[src/hdl/eds_pkg.sv]
// Shared types and constants for the five-point diffusion stencil core.
package eds_pkg;

  localparam int MAX_LINE   = 1024;
  localparam int DEPTH_W    = 16;
  localparam int COEF_W     = 16;
  localparam int COL_W      = $clog2(MAX_LINE);
  localparam int LEN_W      = 11;
  localparam int CNT_W      = 16;
  localparam int CEN_W      = 16;
  localparam int NBR_W      = 15;
  localparam int CFG_W      = 16;
  localparam int CFG_IDX_W  = 3;
  localparam int FIFO_DEPTH = 4;
  localparam int FIFO_AW    = $clog2(FIFO_DEPTH);

  localparam logic [CFG_IDX_W-1:0] REG_LINE_LENGTH = 3'd0;
  localparam logic [CFG_IDX_W-1:0] REG_LINE_COUNT  = 3'd1;
  localparam logic [CFG_IDX_W-1:0] REG_COEF_CENTER = 3'd2;
  localparam logic [CFG_IDX_W-1:0] REG_COEF_ACROSS = 3'd3;
  localparam logic [CFG_IDX_W-1:0] REG_COEF_ALONG  = 3'd4;

  localparam logic [LEN_W-1:0] LEN_MIN = LEN_W'(3);
  localparam logic [LEN_W-1:0] LEN_MAX = LEN_W'(MAX_LINE);
  localparam logic [CNT_W-1:0] CNT_MIN = CNT_W'(3);

  typedef struct packed {
    logic [DEPTH_W-1:0] depth;
    logic [COL_W-1:0]   col;
    logic               emit;
    logic               last;
  } eds_item_t;

  typedef struct packed {
    logic [CEN_W-1:0] center;
    logic [NBR_W-1:0] across;
    logic [NBR_W-1:0] along;
  } eds_coef_t;

endpackage

[src/hdl/eds_fifo.sv]
// Short queue between classification front end and stencil back end.
module eds_fifo import eds_pkg::*; (
  input  logic      clk,
  input  logic      rst_n,
  input  logic      push,
  input  eds_item_t push_item,
  output logic      full,
  input  logic      pop,
  output logic      head_valid,
  output eds_item_t head_item
);

  eds_item_t          mem_r [FIFO_DEPTH];
  logic [FIFO_AW-1:0] wp_r, wp_nxt, rp_r, rp_nxt;
  logic [FIFO_AW:0]   cnt_r, cnt_nxt;

  assign full       = (cnt_r == (FIFO_AW+1)'(FIFO_DEPTH));
  assign head_valid = (cnt_r != '0);
  assign head_item  = mem_r[rp_r];

  always_comb begin
    wp_nxt  = push ? wp_r + FIFO_AW'(1) : wp_r;
    rp_nxt  = pop ? rp_r + FIFO_AW'(1) : rp_r;
    cnt_nxt = cnt_r + (FIFO_AW+1)'(push) - (FIFO_AW+1)'(pop);
  end

  always_ff @(posedge clk) begin
    if (push) begin
      mem_r[wp_r] <= push_item;
    end
  end

  always_ff @(posedge clk) begin
    if (!rst_n) begin
      wp_r  <= '0;
      rp_r  <= '0;
      cnt_r <= '0;
    end else begin
      wp_r  <= wp_nxt;
      rp_r  <= rp_nxt;
      cnt_r <= cnt_nxt;
    end
  end

`ifndef ASSERT_OFF
  a_cnt_bound: assert property (@(posedge clk) disable iff (!rst_n)
    cnt_r <= (FIFO_AW+1)'(FIFO_DEPTH))
    else $error("queue occupancy beyond depth");
  a_no_overflow: assert property (@(posedge clk) disable iff (!rst_n)
    !(push && full))
    else $error("push into full queue");
  a_no_underflow: assert property (@(posedge clk) disable iff (!rst_n)
    !(pop && !head_valid))
    else $error("pop from empty queue");
`endif

endmodule

[config.mk]
export PLATFORM = sky130hd
export DESIGN_NAME = eds_fifo
export DESIGN_NICKNAME = d
export VERILOG_FILES = /design/src/hdl/eds_pkg.sv /design/src/hdl/eds_fifo.sv
export SDC_FILE = /design/constraint.sdc
export NUM_CORES = 1
export LEC_CHECK = 0
export CORE_UTILIZATION = 45
export CTS_BUF_LIST = sky130_fd_sc_hd__clkbuf_4 sky130_fd_sc_hd__clkbuf_8
export DETAILED_ROUTE_END_ITERATION = 6
export DONT_BUFFER_PORTS = 1
export PLACE_DENSITY = 0.65
export SETUP_SLACK_MARGIN = 0.5
export SYNTH_ARGS = -nofsm -noshare
export SYNTH_HDL_FRONTEND = slang
export SYNTH_SLANG_ARGS = --single-unit
[constraint.sdc]
create_clock -name clk -period 5 [get_ports clk]
set_clock_uncertainty 0.2 [all_clocks]
set_input_delay 1.5 -clock clk [delete_from_list [all_inputs] [get_ports clk]]
set_output_delay 1.5 -clock clk [all_outputs]
set_load 0.05 [all_outputs]
# After elaboration in Yosys (flattened, before gate mapping)
# Memories as Yosys holds them, arrays and structs flattened. A register that Yosys moved wholly into a read port is not among the register bits.
# Cells that the tools add are included.
dict set report totals {
  register_bits 7
  ramBits 112
  inputBits 32
  output_inout_bits 30
  word_cells 14
  memories 1
}
# memory words width read_ports rd_ports_with_merged_regs write_ports line_no
set mem_list {}
lappend mem_list {mem_r 4 28 1 1 1 eds_fifo.sv:13} ;# eds_item_t mem_r [FIFO_DEPTH];
dict set report classes {
  n_addsub 4
  eq_ne 1
  n_mux 4
  n_reduce_logical 1
}
# cell n
set ops {}
lappend ops {{$add 2x1->2 const B} 2}
lappend ops {{$mux 2} 2}
lappend ops {{$add 3x1->3} 1}
lappend ops {{$eq 3x3->1 const B} 1}
lappend ops {{$reduce_bool 3->1} 1}
lappend ops {{$sub 3x1->3} 1}
lappend ops {{$mux 1} 2}

# Logic depth before layout (Yosys ltp)
# Gate-level depths: netlist of run 1.
dict set report logic_depth {
  ltp_word 3
  depth_mapped 7
  depth_no_buf 7
}

# Worst setup path after synthesis of run 1
# OpenSTA, ideal clock, no wires.
dict set report synth_timing {
  path_type {input port to flip-flop}
  start {input port pop}
  end {register cnt_r[2]}
  setup_time_ps 117
  arrival_time_ps 2704
  required_time_ps 4683
  path_slack_ps 1979
  cell_stages 6
  path_buffers 0
  cell_sequence {ha_1 > inv_1 > ha_1 > fa_1 > xor3_1 > nor2_1}
}
dict set report synth_between {
  elab_chain_cells 1
}
# element line_no
set synth_rtl {}
lappend synth_rtl {{start, declared} eds_fifo.sv:8} ;# input logic pop,
lappend synth_rtl {{$sub 3x1->3} eds_fifo.sv:24} ;# cnt_nxt = cnt_r + (FIFO_AW+1)'(push) - (FIFO_AW+1)'(pop);
lappend synth_rtl {{end signal, assigned} eds_fifo.sv:41} ;# cnt_r <= cnt_nxt;
lappend synth_rtl {{end, declared} eds_fifo.sv:15} ;# logic [FIFO_AW:0] cnt_r, cnt_nxt;
# No other way between the ends.
# A chain may end at the register's enable or synchronous reset.

==> flow_summary.yaml, run 1 <==
run_status:
  status: "completed"
floorplan:
  die-area_um2: 10500
  core_region_area_um2: 9770
  chipWidth_um: 102
  die_y_um: 102
  initial_utilization: 0.464
  num_rows: 36
  io_pins: 62
power:
  vdd_drop_max_v: 0.000245
  powerDensity_nw_per_um2: 463
  p_sw_mw: 0.605
  pwr-share-clk: 0.369
  power_switching_share: 0.259
  p_int_mw: 1.74
  power_leakage_nw: 1.63
  pwr-share-seq: 0.509
  finalPower_mw: 2.34
  comb_power_share: 0.122
critical_path:
  startpoint_type: "flop"
  worst_ep_required_time_ps: 3300
  arrival_ps: 2260
  worst_setup_path_end_kind: "output port"
  path_max_fanout: 20
  worst-setup-path-type: "reg2out"
clocking:
  cts_resized: 0
  clock_path_buffers: 2
  htreeDepth: 4
  cts_tree: "yes"
  clk_latency_ps: 410
  clk_pin_slew_ps: 70
  numCtsBuffers: 17
  cts_root_buffer: "clkbuf_8"
  cts_setup_buffers: 0
  cts_hold_buffers: 0
  cts_sinks: 121
placement:
  portBuffers: 0
  pre_cts_ws_ps: 1420
  gp_congestion: 0.641
  dp_hpwl_um: 4140
timing:
  setup_viol: 0
  fin_ws_ps: 1040
  slew_headroom: 0.450
  fin_crit_ps: 3960
  max_freq_ghz: 0.253
  worstMarginPinSlew_ps: 825
  hold_viol: 0
  tns_ps: 0
  fin_crit_sh: 0.791
  drv_slew: 0
  rsz0062_at_grt: "false"
yosys:
  async_reset_ff_frac: 0
  synth-seq-cells: 121
  synth_seq_area_share: 0.781
  yosysUniqueCellTypes: 20
  synth_top_area_share: 0.742
  synthesis.area_um2: 4530
  yosysTopAreaCell: "edfxtp_1"
  yosysMostFrequentCell: "edfxtp_1"
  synth_nets: 228
  synth_area_leaders: "edfxtp_1, mux4_2, mux4_1"
  syn_area_per_cell_um2: 24.0
  syn_inst: 189
  yosysWarnings: 0
  synthTopCellsByCount: "edfxtp_1, mux4_2, dfxtp_1"
  synthFlopType: "edfxtp_1"
  synth_edf_count: 112
grt:
  grt_pass1_vias: 1889
  gr-total-overflow: 0
  grt_first_pass_wirelength_um: 10400
  antenna_found_initial: 0
  grt_max_degree: 29
  track_usage: 0.145
final_layout:
  finalNetCount: 243
  area_growth_pct: 11.5
  n_antenna_cell: 0
  drive_above_1_share: 0.263
route:
  viasPerCell: 5.24
  postRouteAntennaNets: 0
  drt_pass1_iterations: 4
  wl_per_cell_um: 20.5
  drt_iter0_drc: 63
  totalWireLength_um: 7160
  drcViolationCount: 0
  vias: 1835
worst_hold_path:
  min_path_type: "reg2reg"
job:
  maxCapViolCount: 0
## power groups by stage
stage | clock (mW) | sequential (mW) | combinational [mW]
after global routing | 0.925 | 1.20 | 0.299
after floorplan | 0 | 1.20 | 0.278
after global placement | 0 | 1.21 | 0.288
final | 0.863 | 1.19 | 0.286
after CTS | 0.882 | 1.19 | 0.291
after detailed placement | 0 | 1.21 | 0.291
## kinds of logic after synthesis
kind of cell,count (synthesis),synth area share
AO/OA/AOI/OAI,2,0.00331
XOR/XNOR,3,0.00911
adder cells (fa/ha/maj),7,0.0210
buffers and inverters,13,0.0204
flip-flops,121,0.781
multiplexers,29,0.148
AND/OR/NAND/NOR,14,0.0168
## layout by cell type, fill, tap and decap left out, types with 4 or more instances in the layout
cell type | synthesis | routed
edfxtp_1 | 112 | 112
mux4_2 | 20 | 20
clkbuf_8 | 0 | 17
mux4_1 | 8 | 8
dfxtp_1 | 9 | 8
inv_1 | 7 | 7
ha_1 | 6 | 6
nor2_1 | 5 | 5
and2_2 | 0 | 4
## cell type report
cell class	instances	area (µm²)
repair buffers	2	15.0
inverters	7	26.3
flip-flops and latches	121	3540
multi-input cells	55	903
clock buffers	18	241
clock inverters	14	156
well taps	133	166
fillers	818	4720
## worst max-delay path, cell delays in order (launching register included)
cell and delay [ps]:
dfxtp_2 780, buf_4 360, mux4_2 700
## metrics by stage
| step | utilization | instance area (µm²) | hold WS (ps) | std cells |
|---|---|---|---|---|
| floorplan | - | 4530 | 299 | 189 |
| global placement | 0.476 | 4660 | 315 | 318 |
| detailed placement | 0.476 | 4660 | 348 | 318 |
| CTS | 0.517 | 5050 | 359 | 350 |
| global route | 0.517 | 5050 | 376 | 350 |
| finish | 0.517 | 5050 | 362 | 350 |
## per-layer routing
layer	up-vias	part of all wire	global-route usage
met2	56	0.47	0.221
met3	11	0.083	0.0732
met1	954	0.43	0.174
li1	814	-	-
met4	0	0.014	0.0593
met5	-	0	0
## registers in the layout, indices dropped and copies added, names as in the netlist, named ones only
name   cells
mem_r    112
wp_r       2
rp_r       2
cnt_r      3
## path summary, 6_finish.rpt
kind,from,to,slack (ps),depth (start not counted)
hold reg to reg,rp_r[1],rp_r[1],360,2
hold / removal,rp_r[1],rp_r[1],360,2
setup reg to reg,cnt_r[0],cnt_r[2],3070,7
setup / recovery,flop,head_item[22],1040,2
No activity file was read; power rests on OpenSTA's default activity.
==> run 2, diff against run 1 <==
clock period = 4.05 ns   (was 5 ns; I/O delays follow)
==> run 2 against run 1 <==
Combinational power rose by 29%. Routed wire length rose by 2.9%. Final area rose by 1.1%. First-iteration DRC count fell by 16%. Power rose by 29%. Sequential power rose by 23%. Die area did not move. Via count rose by 0.44%. Critical path type unchanged. Critical endpoint is now head_item[1].
==> flow_summary.yaml, run 2 (synthesized netlist as in run 1, its figures left out) <==
final_layout:
  fin_cells: 351
  area_growth_pct: 12.7
  mostFrequentLayoutCells: "edfxtp_1, mux4_2, clkbuf_8"
  postLayoutCoreUtil: 0.523
  top_register: "mem_r"
  finalNetCount: 244
  drive_above_1_share: 0.266
  largest_reg_flops: 112
  n_antenna_cell: 0
  final_common_cell: "edfxtp_1"
  reg_top3: "mem_r x112, cnt_r x3"
  fillers: 771
timing:
  worstMarginPinSlew_ps: 822
  rsz0062_at_grt: "false"
  fin_crit_sh: 0.827
  tns_ps: 0
  setup_viol: 0
  fin_crit_ps: 3350
  slew_headroom: 0.452
  hold_viol: 0
  drv_slew: 0
  max_freq_ghz: 0.298
floorplan:
  core_region_area_um2: 9770
  die-area_um2: 10500
  die_y_um: 102
  initial_utilization: 0.464
  io_pins: 62
  num_rows: 36
  chipWidth_um: 102
clocking:
  cts_root_buffer: "clkbuf_8"
  clk_pin_slew_ps: 70
  numCtsBuffers: 17
  cts_hold_buffers: 0
  htreeDepth: 4
  cts_sinks: 121
  cts_tree: "yes"
  clk_latency_ps: 420
  cts_resized: 0
  clock_path_buffers: 2
  cts_setup_buffers: 0
route:
  totalWireLength_um: 7360
  drt_pass1_iterations: 6
  vias: 1843
  drt_iter0_drc: 53
  wl_per_cell_um: 21.0
  viasPerCell: 5.25
  postRouteAntennaNets: 0
  drcViolationCount: 0
critical_path:
  worst-setup-path-type: "reg2out"
  worstReg2RegStart: "cnt_r[0]"
  rr_worst_depth: 7
  crit_end: "head_item[1]"
  arrival_ps: 1940
  path_cells: "buf_4 -> mux4_1"
  worst-path-stages: 2
  slowest_stage: "mux4_1"
  crit_family: "multiplexers"
  worst_ep_required_time_ps: 2630
  slowest_delay_ps: 880
  cp.buffers_inverters: 1
  startpoint_type: "flop"
  worst_setup_path_end_kind: "output port"
  rr_endpoint: "cnt_r[2]"
  r2r_slack_ps: 2120
  path_max_fanout: 16
placement:
  portBuffers: 0
  placed_cells: 319
  gp_congestion: 0.592
  dp_hpwl_um: 4140
power:
  power_leakage_nw: 1.66
  finalPower_mw: 3.02
  powerDensity_nw_per_um2: 592
  vdd_drop_max_v: 0.000313
grt:
  gr-total-overflow: 0
  grt_max_degree: 29
  grt_first_pass_wirelength_um: 10900
  antenna_found_initial: 0
  grt_pass1_vias: 1913
  track_usage: 0.153
run_status:
  status: "completed"
worst_hold_path:
  min_path_type: "reg2reg"
job:
  maxCapViolCount: 0
[run 2: changes by cell type in the layout (fill, tap and decap cells not counted)]
cell,previous run,this run
bufinv_16,3,5
buf_4,2,3
clkinv_2,3,2
clkinvlp_4,3,2
[run 2: routing by layer]
metal,track usage,vias up,wire (µm),part of all wire
met5,0,-,0,0
met2,0.230,66,3560,0.48
li1,-,816,-,-
met1,0.186,951,3070,0.42
met3,0.0705,10,636,0.086
met4,0.0791,0,97,0.013
[run 2: final cells by class]
type	count	area, µm²	share of cell area
timing repair buffer	3	22.5	0.00441
inverter	7	26.3	0.00514
clock inverter	14	204	0.0399
clock buffer	18	241	0.0473
sequential	121	3540	0.694
multi-input combinational	55	903	0.177
tap	133	166	0.0326
[run 2: worst min-delay path by stage]
stage,startpoint,to,depth (start not counted)
floorplan,rp_r[1],flop,2
global placement,rp_r[1],flop,2
detailed placement,rp_r[1],flop,2
CTS,rp_r[1],rp_r[1],2
global route,rp_r[0],rp_r[1],2
finish,rp_r[1],rp_r[1],2
[run 2: power breakdown]
| part | switching, mW | internal, mW |
|---|---|---|
| combinational | 0.270 | 0.100 |
| clock | 0.464 | 0.732 |
| sequential | 0.0198 | 1.44 |
| total | 0.754 | 2.27 |
[run 2: metrics by stage]
step / area [µm²] / hold WS (ps) / worst slack [ps]
finish: 5110 / 336 / 699
floorplan: 4530 / 299 / 1310
detailed placement: 4660 / 326 / 1100
global route: 5110 / 347 / 602
CTS: 5110 / 336 / 642
global placement: 4660 / 309 / 1100
[run 2: worst reg2reg max path: cells and delay by family (launching register included)]
kind | cells | cell delay [ps]
xor+xnor | 1 | 370
fa+ha+maj | 3 | 800
buf+inv | 2 | 90
flops | 1 | 320
simple gates | 1 | 40
