===== src/hdl/eds_pkg.sv =====
// Shared types and constants for the five-point diffusion stencil core.
package eds_pkg;

  localparam int MAX_LINE   = 1024;
  localparam int DEPTH_W    = 16;
  localparam int COEF_W     = 16;
  localparam int COL_W      = $clog2(MAX_LINE);
  localparam int LEN_W      = 11;
  localparam int CNT_W      = 16;
  localparam int CEN_W      = 16;
  localparam int NBR_W      = 15;
  localparam int CFG_W      = 16;
  localparam int CFG_IDX_W  = 3;
  localparam int FIFO_DEPTH = 4;
  localparam int FIFO_AW    = $clog2(FIFO_DEPTH);

  localparam logic [CFG_IDX_W-1:0] REG_LINE_LENGTH = 3'd0;
  localparam logic [CFG_IDX_W-1:0] REG_LINE_COUNT  = 3'd1;
  localparam logic [CFG_IDX_W-1:0] REG_COEF_CENTER = 3'd2;
  localparam logic [CFG_IDX_W-1:0] REG_COEF_ACROSS = 3'd3;
  localparam logic [CFG_IDX_W-1:0] REG_COEF_ALONG  = 3'd4;

  localparam logic [LEN_W-1:0] LEN_MIN = LEN_W'(3);
  localparam logic [LEN_W-1:0] LEN_MAX = LEN_W'(MAX_LINE);
  localparam logic [CNT_W-1:0] CNT_MIN = CNT_W'(3);

  typedef struct packed {
    logic [DEPTH_W-1:0] depth;
    logic [COL_W-1:0]   col;
    logic               emit;
    logic               last;
  } eds_item_t;

  typedef struct packed {
    logic [CEN_W-1:0] center;
    logic [NBR_W-1:0] across;
    logic [NBR_W-1:0] along;
  } eds_coef_t;

endpackage


===== src/hdl/eds_front.sv =====
// Front end: raster position tracking and interior/last-cell classification.
module eds_front import eds_pkg::*; (
  input  logic               clk,
  input  logic               rst_n,
  input  logic [LEN_W-1:0]   eff_len,
  input  logic [CNT_W-1:0]   eff_cnt,
  input  logic               take,
  input  logic [DEPTH_W-1:0] depth,
  input  logic               frame_start,
  output eds_item_t          item
);

  logic [COL_W-1:0] col_r, col_nxt, col_cur;
  logic [CNT_W-1:0] row_r, row_nxt, row_cur;
  logic [LEN_W-1:0] col_inc;
  logic [CNT_W:0]   row_inc;

  always_comb begin
    col_cur = frame_start ? '0 : col_r;
    row_cur = frame_start ? '0 : row_r;
    col_inc = {1'b0, col_cur} + LEN_W'(1);
    row_inc = {1'b0, row_cur} + (CNT_W+1)'(1);

    item.depth = depth;
    item.col   = col_cur;
    item.emit  = (row_cur >= CNT_W'(2)) && (col_cur >= COL_W'(2)) &&
                 ({1'b0, col_cur} < eff_len) && (row_cur < eff_cnt);
    item.last  = (row_inc == {1'b0, eff_cnt}) && (col_inc == eff_len);

    col_nxt = col_r;
    row_nxt = row_r;
    if (take) begin
      if (col_inc >= eff_len) begin
        col_nxt = '0;
        row_nxt = (row_inc >= {1'b0, eff_cnt}) ? '0 : row_inc[CNT_W-1:0];
      end else begin
        col_nxt = col_inc[COL_W-1:0];
        row_nxt = row_cur;
      end
    end
  end

  always_ff @(posedge clk) begin
    if (!rst_n) begin
      col_r <= '0;
      row_r <= '0;
    end else begin
      col_r <= col_nxt;
      row_r <= row_nxt;
    end
  end

endmodule


===== config.mk =====
export PLATFORM = sky130hd
export DESIGN_NAME = eds_front
export DESIGN_NICKNAME = d
export VERILOG_FILES = /design/src/hdl/eds_pkg.sv /design/src/hdl/eds_front.sv
export SDC_FILE = /design/constraint.sdc
export NUM_CORES = 1
export LEC_CHECK = 0
export BUFFER_PORTS_ARGS = -buffer_cell sky130_fd_sc_hd__buf_2
export CORE_UTILIZATION = 45
export CTS_CLUSTER_DIAMETER = 150
export CTS_CLUSTER_SIZE = 25
export DETAILED_ROUTE_END_ITERATION = 16
export PLACE_DENSITY = 0.75
export SLEW_MARGIN = 15
export SYNTH_ARGS = -nofsm -noshare
export SYNTH_HDL_FRONTEND = slang
export SYNTH_SLANG_ARGS = --single-unit

===== constraint.sdc =====
create_clock -name clk -period 6.9 [get_ports clk]
set_clock_uncertainty 0.1 [all_clocks]
set_input_delay 2.07 -clock clk [delete_from_list [all_inputs] [get_ports clk]]
set_output_delay 2.07 -clock clk [all_outputs]
set_load 0.005 [all_outputs]

=== Yosys cells after proc, flatten, opt, wreduce, memory -nomap -nowiden ===
Cells that the tools add are included.
Widths: inputs -> output; s select.

* Register bits after elaboration: 26
* Memories: 0
* Latch bits: 0
* Bits in writable memories: 0
* ROM bits: 0
* Output and inout bits: 28
* Word-level logic and storage cells: 21
* Input bits: 47

* Muxes and demuxes: 5
* Eq/ne operators: 2
* Multipliers: 0
* Div/mod/pow operators: 0
* $lt $le $gt $ge: 6
* Shifts and indexed selects: 0
* Bitwise gates (word level): 0
* $add $sub $neg: 2
* Reduce and logical (&&, ||, !) cells: 4

{| class="wikitable"
|+ Operators with widths
! cell !! count
|-
| $mux 16 || 3
|-
| $mux 10 || 2
|-
| $add 16x1->17 const B || 1
|-
| $eq 17x16->1 || 1
|-
| $ge 17x16->1 || 1
|-
| $ge 16x2->1 const B || 1
|-
| $lt 16x16->1 || 1
|-
| $add 10x1->11 const B || 1
|-
| $eq 11x11->1 || 1
|-
| $ge 11x11->1 || 1
|-
| $lt 10x11->1 || 1
|-
| $ge 10x2->1 const B || 1
|-
| $logic_and 1x1->1 || 4
|}

=== Longest topological paths before layout ===
Gate-level depths: netlist of run 1.

* Depth after elaboration: 5
* Gate-level depth with buffers: 18
* Gate-level depth less buffers: 15

=== Worst setup path before layout of run 1 ===
OpenSTA, ideal clock, no wires.

* Kind: in2out
* From: input frame_start
* To: output item[0] in the netlist's numbering
* Data required time: 4730 ps
* Arrival time: 4644 ps
* Buffers on the path: 3
* Stages: 13
* Path slack: 86 ps
* Path through: clkbuf_1 clkbuf_1 clkbuf_1 nor2b_1 ha_1 nand4b_1 nor3_1 nand2_1 xnor2_1 ha_1 nand4_1 nor2_1 and4_1

{| class="wikitable"
|+ RTL lines
! item !! RTL line !! text
|-
| start, declared || eds_front.sv:9 || <nowiki>input logic frame_start,</nowiki>
|-
| end, declared || eds_front.sv:10 || <nowiki>output eds_item_t item</nowiki>
|}

==> flow_summary.toml, run 1 <==
[placed_design]
pre_cts_slack_ns = 0.0837
io_buffer_count = 42
hpwl_um = 6760
postPlaceCellArea_mm2 = 0.00349
gp_congestion = 0.932

[yosys]
synth_xor_area_share_pct = 5.09
syn-num-nets = 538
synthMuxAreaShare_pct = 0.344
synth_seq_cells = 26
async_flop_share_pct = 0
post_synth.cell_area_avg_um2 = 7.53
synth_cell_type_count = 52
synth-compound-area-share_pct = 18.5
synthCells = 434
synth_adder_area_share_pct = 21.8
synth_warnings = 0
synth.cell_area_mm2 = 0.00327
synth_edf_count = 0
synthFlopType = "dfxtp_1"
synthSimpleGateAreaFrac_pct = 27.9
ys_seq_area_share_pct = 15.9
synth_top_family_by_area = "simple AND/OR/NAND/NOR gates"

[clocking]
cts_tree = "yes"
htree_levels = 1
clock_path_buffers = 2
root_buffer = "clkbuf_8"
clk_pin_slew_worst_paths_ns = 0.09
cts.sinks = 26
cts.hold.buffers_added = 0
numCtsBuffers = 3
clk_latency_ns = 0.28

[run]
maxCapViolations = 0

[detailed_routing]
route.detailed.drc = 0
route.vias.total = 3227
drt_wl_total_um = 8530
drtIter0Drc = 300
detail_route.vias_per_cell = 5.82
dr.pass1.iters = 5
ant_nets = 0
wl_per_cell_um = 15.4

[worst_setup_path]
cpMaxStageDelayCell = "nor3_2"
worst-path-buf-inv = 2
worstSetupEndpointType = "output port"
critPathKind = "in -> out"
cp-startpoint = "frame_start"
crit_arrival_ns = 4.57
slowest_delay_ns = 0.35
timing.rr.start = "row_r[3]$_SDFFE_PN0P_"
required_ns = 4.73
crit_family = "simple AND/OR/NAND/NOR gates"
start_kind = "input port"
path_cells = "buf_2 -> nor2b_1 -> ha_1 -> nand4_1 -> nor3b_1 -> and3_1 -> xor2_1 -> ha_1 -> nand4_1 -> nor3_2 -> and4_1 -> buf_2"
crit_path_max_fanout = 8

[timing]
fin_crit_ns = 6.74
rsz0062_at_grt = "no"
min_period_over_period_pct = 97.7
finalSetupViolations = 0
max_freq_mhz = 148
fin_tns_setup_ns = 0
tightest_slew_ns = 0.916
holdWs_ns = 0.398
layout_setup_ws_ns = 0.160
hold_viol = 0
relSlewSlack_pct = 39.0
drv_slew = 0

[min_path]
hold_path.class = "reg -> reg"
hp-start = "col_r[0]$_SDFFE_PN0P_"

[global_routing]
track_usage_pct = 23.7
grt-ovfl-total = 0
grt_pass1_vias = 3120
grt_pass1_wl_um = 14400
antenna_found_initial = 0
grt_max_degree = 31

[floorplanning]
initial_utilization_pct = 47.3
core_area_mm2 = 0.00691
die_area_mm2 = 0.00761
die_y_um = 87.2
die_w_um = 87.2
ios = 75
num_rows = 30

[cells_and_area]
multiInputGateArea_mm2 = 0.00241
fillers = 701
nets = 564
final-seq-area_um2 = 520
area_growth_pct = 8.30
drive_gt1_share_pct = 14.8
final_area_mm2 = 0.00354
antennaDiodeCount = 0

[power]
p_leak_nw = 1.71
p_per_area_mw_per_mm2 = 89.1
peakVddDrop_mv = 0.0629

[run_status]
status = "finished, final reports clean"
synthesized netlist by cell type, types with 6 or more instances:
| master | count | area (um^2) |
|---|---|---|
| ha_1 | 57 | 713 |
| inv_1 | 39 | 146 |
| nand2_1 | 37 | 139 |
| nand3_1 | 28 | 140 |
| dfxtp_1 | 26 | 521 |
| nor2_1 | 23 | 86.3 |
| nand4_1 | 21 | 131 |
| nor2b_1 | 21 | 131 |
| a21oi_1 | 18 | 90.1 |
| buf_4 | 16 | 120 |
| a21boi_0 | 15 | 113 |
| o21ai_0 | 13 | 65.1 |
| clkbuf_1 | 11 | 41.3 |
| nor3_1 | 10 | 50.1 |
| xor2_1 | 10 | 87.6 |
| xnor2_1 | 9 | 78.8 |
| a31oi_1 | 7 | 43.8 |
| o211ai_1 | 7 | 52.6 |
| a21o_1 | 6 | 45.0 |
| nor4_1 | 6 | 37.5 |
worst paths after layout:
check / slack, ns / to / cells after the start
setup / recovery: 0.16 / item[0] / 12
hold / removal: 0.40 / col_r[0]$_SDFFE_PN0P_ / 2
setup reg to reg: 2.91 / row_r[8]$_SDFFE_PN0P_ / 10
hold reg to reg: 0.40 / col_r[0]$_SDFFE_PN0P_ / 2
layer usage:
metal  global-route usage, %  vias to the layer above  part of all wire (%)
met3                    3.70                       16                   6.0
met5                       0                        -                     0
met4                    7.60                        0                   2.5
li1                        -                     1585                     -
met2                    41.6                      114                    49
met1                    29.7                     1512                    43
registers in the layout, indices dropped and copies added, names as in the netlist:
signal / count
row_r: 16
col_r: 10
power by group:
part / total (mW) / switching (mW) / leakage (nW) / internal [mW]
clock network: 0.0904 / 0.0510 / 0.0216 / 0.0393
registers: 0.156 / 0.00327 / 0.211 / 0.153
logic: 0.0692 / 0.0399 / 1.48 / 0.0293
timing repair:
item | 4_1_cts | 5_1_grt
resized for setup | 0 | 1
setup buffers | 0 | 0
endpoints found under the setup margin | 0 | 1
metrics by stage:
stage               util [%]  power, mW  instances
floorplan                  -      0.212        434
global placement        50.6      0.224        551
detailed placement      50.6      0.227        551
CTS                     51.2      0.316        554
global route            51.3      0.331        554
finish                  51.3      0.315        554
layout make-up:
cell class | count | area share [%]
well taps | 96 | 3.39
repair buffers | 54 | 8.48
inverters | 39 | 4.13
flip-flops and latches | 26 | 14.7
multi-input cells | 336 | 68.1
clock buffers | 3 | 1.17
layout by cell type, fill, tap and decap left out, types with 18 or more instances in the layout:
master	Yosys	final
nand4_1	21	21
nand3_1	28	28
dfxtp_1	26	26
nor2_1	23	23
nor2b_1	21	21
nand2_1	37	37
a21oi_1	18	18
buf_2	2	42
inv_1	39	39
ha_1	57	57
cell families (layout without fill, tap and decap cells):
kind of cell             count (synthesis)  after routing
multiplexers                             1              1
adder cells (fa/ha/maj)                 57             57
AO/OA/AOI/OAI                           87             87
AND/OR/NAND/NOR                        172            172
XOR/XNOR                                19             19
buffers and inverters                   72             96
flip-flops                              26             26
worst reg2reg max path, stage by stage, from the launching register on:
cell	delay [ns]
dfxtp_1	0.46
nand4_1	0.27
or3_1	0.41
a21oi_1	0.22
ha_1	0.30
a21o_1	0.17
a21o_1	0.19
or4_4	0.50
a311oi_4	0.81
nand4_1	0.25
o21ai_0	0.24
No activity file was read; power rests on OpenSTA's default activity.
==> run 2: changes to the inputs <==
- PLACE_DENSITY: 0.75 -> 0.72
- clock period: 6.9 -> 7.5 ns (I/O delays scaled with it)
==> run 2 against run 1 <==
Against the previous run:
- hold slack gained 0.0081 ns
- count of clock-buffer cells in the layout is the same
- setup slack gained 0.12 ns
- non-clock buffer count shrank 5
- clock power grew 33%
- largest power group unchanged
- highest routed layer unchanged
==> flow_summary.toml, run 2 (synthesized netlist as in run 1, its figures left out) <==
[clocking]
htree_levels = 1
numCtsBuffers = 3
root_buffer = "clkbuf_8"
cts.hold.buffers_added = 0
clk_latency_ns = 0.28
clk_pin_slew_worst_paths_ns = 0.10
clock_path_buffers = 2
cts_tree = "yes"
cts.sinks = 26

[detailed_routing]
route.vias.total = 3173
route.detailed.drc = 0
ant_nets = 0
drtIter0Drc = 304
drt_wl_total_um = 8270
wl_per_cell_um = 15.0
dr.pass1.iters = 5
detail_route.vias_per_cell = 5.77

[cells_and_area]
fillers = 687
largest_register = "row_r"
layout_common_cells = "57 x ha_1, 42 x buf_2, 39 x inv_1"
largest_reg_flops = 16
largestRegisters = "row_r (16), col_r (10)"
nets = 559
drive_gt1_share_pct = 14.1
final_common_cell = "ha_1"
antennaDiodeCount = 0
area_growth_pct = 8.08

[worst_setup_path]
rrSetupSlack_ns = 3.37
required_ns = 5.15
slowest_delay_ns = 0.42
crit_path_max_fanout = 6
crit_family = "simple AND/OR/NAND/NOR gates"
worstSetupEndpointType = "output port"
worst-path-buf-inv = 2
cpMaxStageDelayCell = "nor3_1"
crit_arrival_ns = 4.87
critPathKind = "in -> out"
start_kind = "input port"
path_cells = "buf_2 -> nor2b_1 -> ha_1 -> nand4_1 -> nor3b_1 -> and3_1 -> xor2_1 -> ha_1 -> nand4_1 -> nor3_1 -> and4_1 -> buf_2"

[min_path]
hold_path.class = "reg -> reg"

[run]
maxCapViolations = 0

[timing]
fin_crit_ns = 7.22
min_period_over_period_pct = 96.3
tightest_slew_ns = 0.988
fin_tns_setup_ns = 0
relSlewSlack_pct = 34.1
hold_viol = 0
rsz0062_at_grt = "no"
max_freq_mhz = 138
finalSetupViolations = 0
layout_setup_ws_ns = 0.279
drv_slew = 0

[power]
p_per_area_mw_per_mm2 = 92.5
p_seq_share_pct = 43.9
intPower_uw = 239
switching_share_pct = 27.0
peakVddDrop_mv = 0.0643
p_switching_uw = 88.2
p_leak_nw = 1.70
clkPwrFrac_pct = 36.8
p_comb_share_pct = 19.3

[run_status]
status = "finished, final reports clean"

[floorplanning]
core_area_mm2 = 0.00691
die_w_um = 87.2
die_y_um = 87.2
ios = 75
die_area_mm2 = 0.00761
num_rows = 30
initial_utilization_pct = 47.3

[placed_design]
gp_congestion = 0.938
pre_cts_slack_ns = 0.315
hpwl_um = 6510
io_buffer_count = 42

[global_routing]
grt-ovfl-total = 0
antenna_found_initial = 0
grt_max_degree = 31
track_usage_pct = 23.0
grt_pass1_vias = 2983
grt_pass1_wl_um = 14000
run 2: changes by cell type in the layout (fill, tap and decap cells not counted), sizes merged:
cell / before / now
buf: 54 / 49
bufinv: 0 / 1
run 2: what timing repair did:
| item | CTS | global route |
|---|---|---|
| gates resized for setup | 0 | 1 |
| buffers inserted | 0 | 0 |
| setup endpoints to repair | 0 | 1 |
run 2: worst min-delay path, delay by kind of cell, from the launching register on:
kind            cells  cell delay [ns]
compound gates      1             0.07
simple gates        1             0.06
flops               1             0.34
run 2: metal layers:
metal / vias to the layer above / global-route usage (%) / wire [um]
met1: 1452 / 31.1 / 3690
met2: 129 / 40.2 / 3970
met4: 0 / 3.13 / 86
met3: 13 / 2.56 / 524
met5: - / 0 / 0
li1: 1579 / - / -
run 2: layout make-up:
| cell class | instances | area (um^2) | area share, % |
|---|---|---|---|
| repair buffers | 49 | 263 | 7.44 |
| clock inverters | 1 | 30.0 | 0.850 |
| inverters | 39 | 146 | 4.14 |
| multi-input cells | 336 | 2410 | 68.3 |
| well taps | 96 | 120 | 3.40 |
| flip-flops and latches | 26 | 520 | 14.7 |
| clock buffers | 3 | 41.3 | 1.17 |
run 2: power groups by stage:
stage	sequential, mW	clock [mW]	combinational, mW
after floorplan	0.145	0	0.0491
after global placement	0.146	0	0.0602
after detailed placement	0.146	0	0.0622
after CTS	0.143	0.122	0.0628
after global routing	0.144	0.129	0.0718
final	0.143	0.120	0.0630
run 2: worst paths after layout:
check | from | endpoint | depth (start not counted)
max | frame_start | item[0] | 12
min | col_r[0]$_SDFFE_PN0P_ | col_r[0]$_SDFFE_PN0P_ | 2
max reg2reg | col_r[0]$_SDFFE_PN0P_ | col_r[4]$_SDFFE_PN0P_ | 11
min reg2reg | col_r[0]$_SDFFE_PN0P_ | col_r[0]$_SDFFE_PN0P_ | 2
run 2: stage by stage:
step	power, mW	std cells	area (um^2)	utilization, %	hold slack, ns
4_1_cts	0.328	550	3530	51.1	0.407
5_1_grt	0.345	550	3530	51.2	0.438
3_3_place_gp	0.207	546	3460	50.1	0.379
2_1_floorplan	0.195	434	3270	-	0.359
3_5_place_dp	0.209	546	3460	50.1	0.391
6_report	0.327	550	3530	51.2	0.406
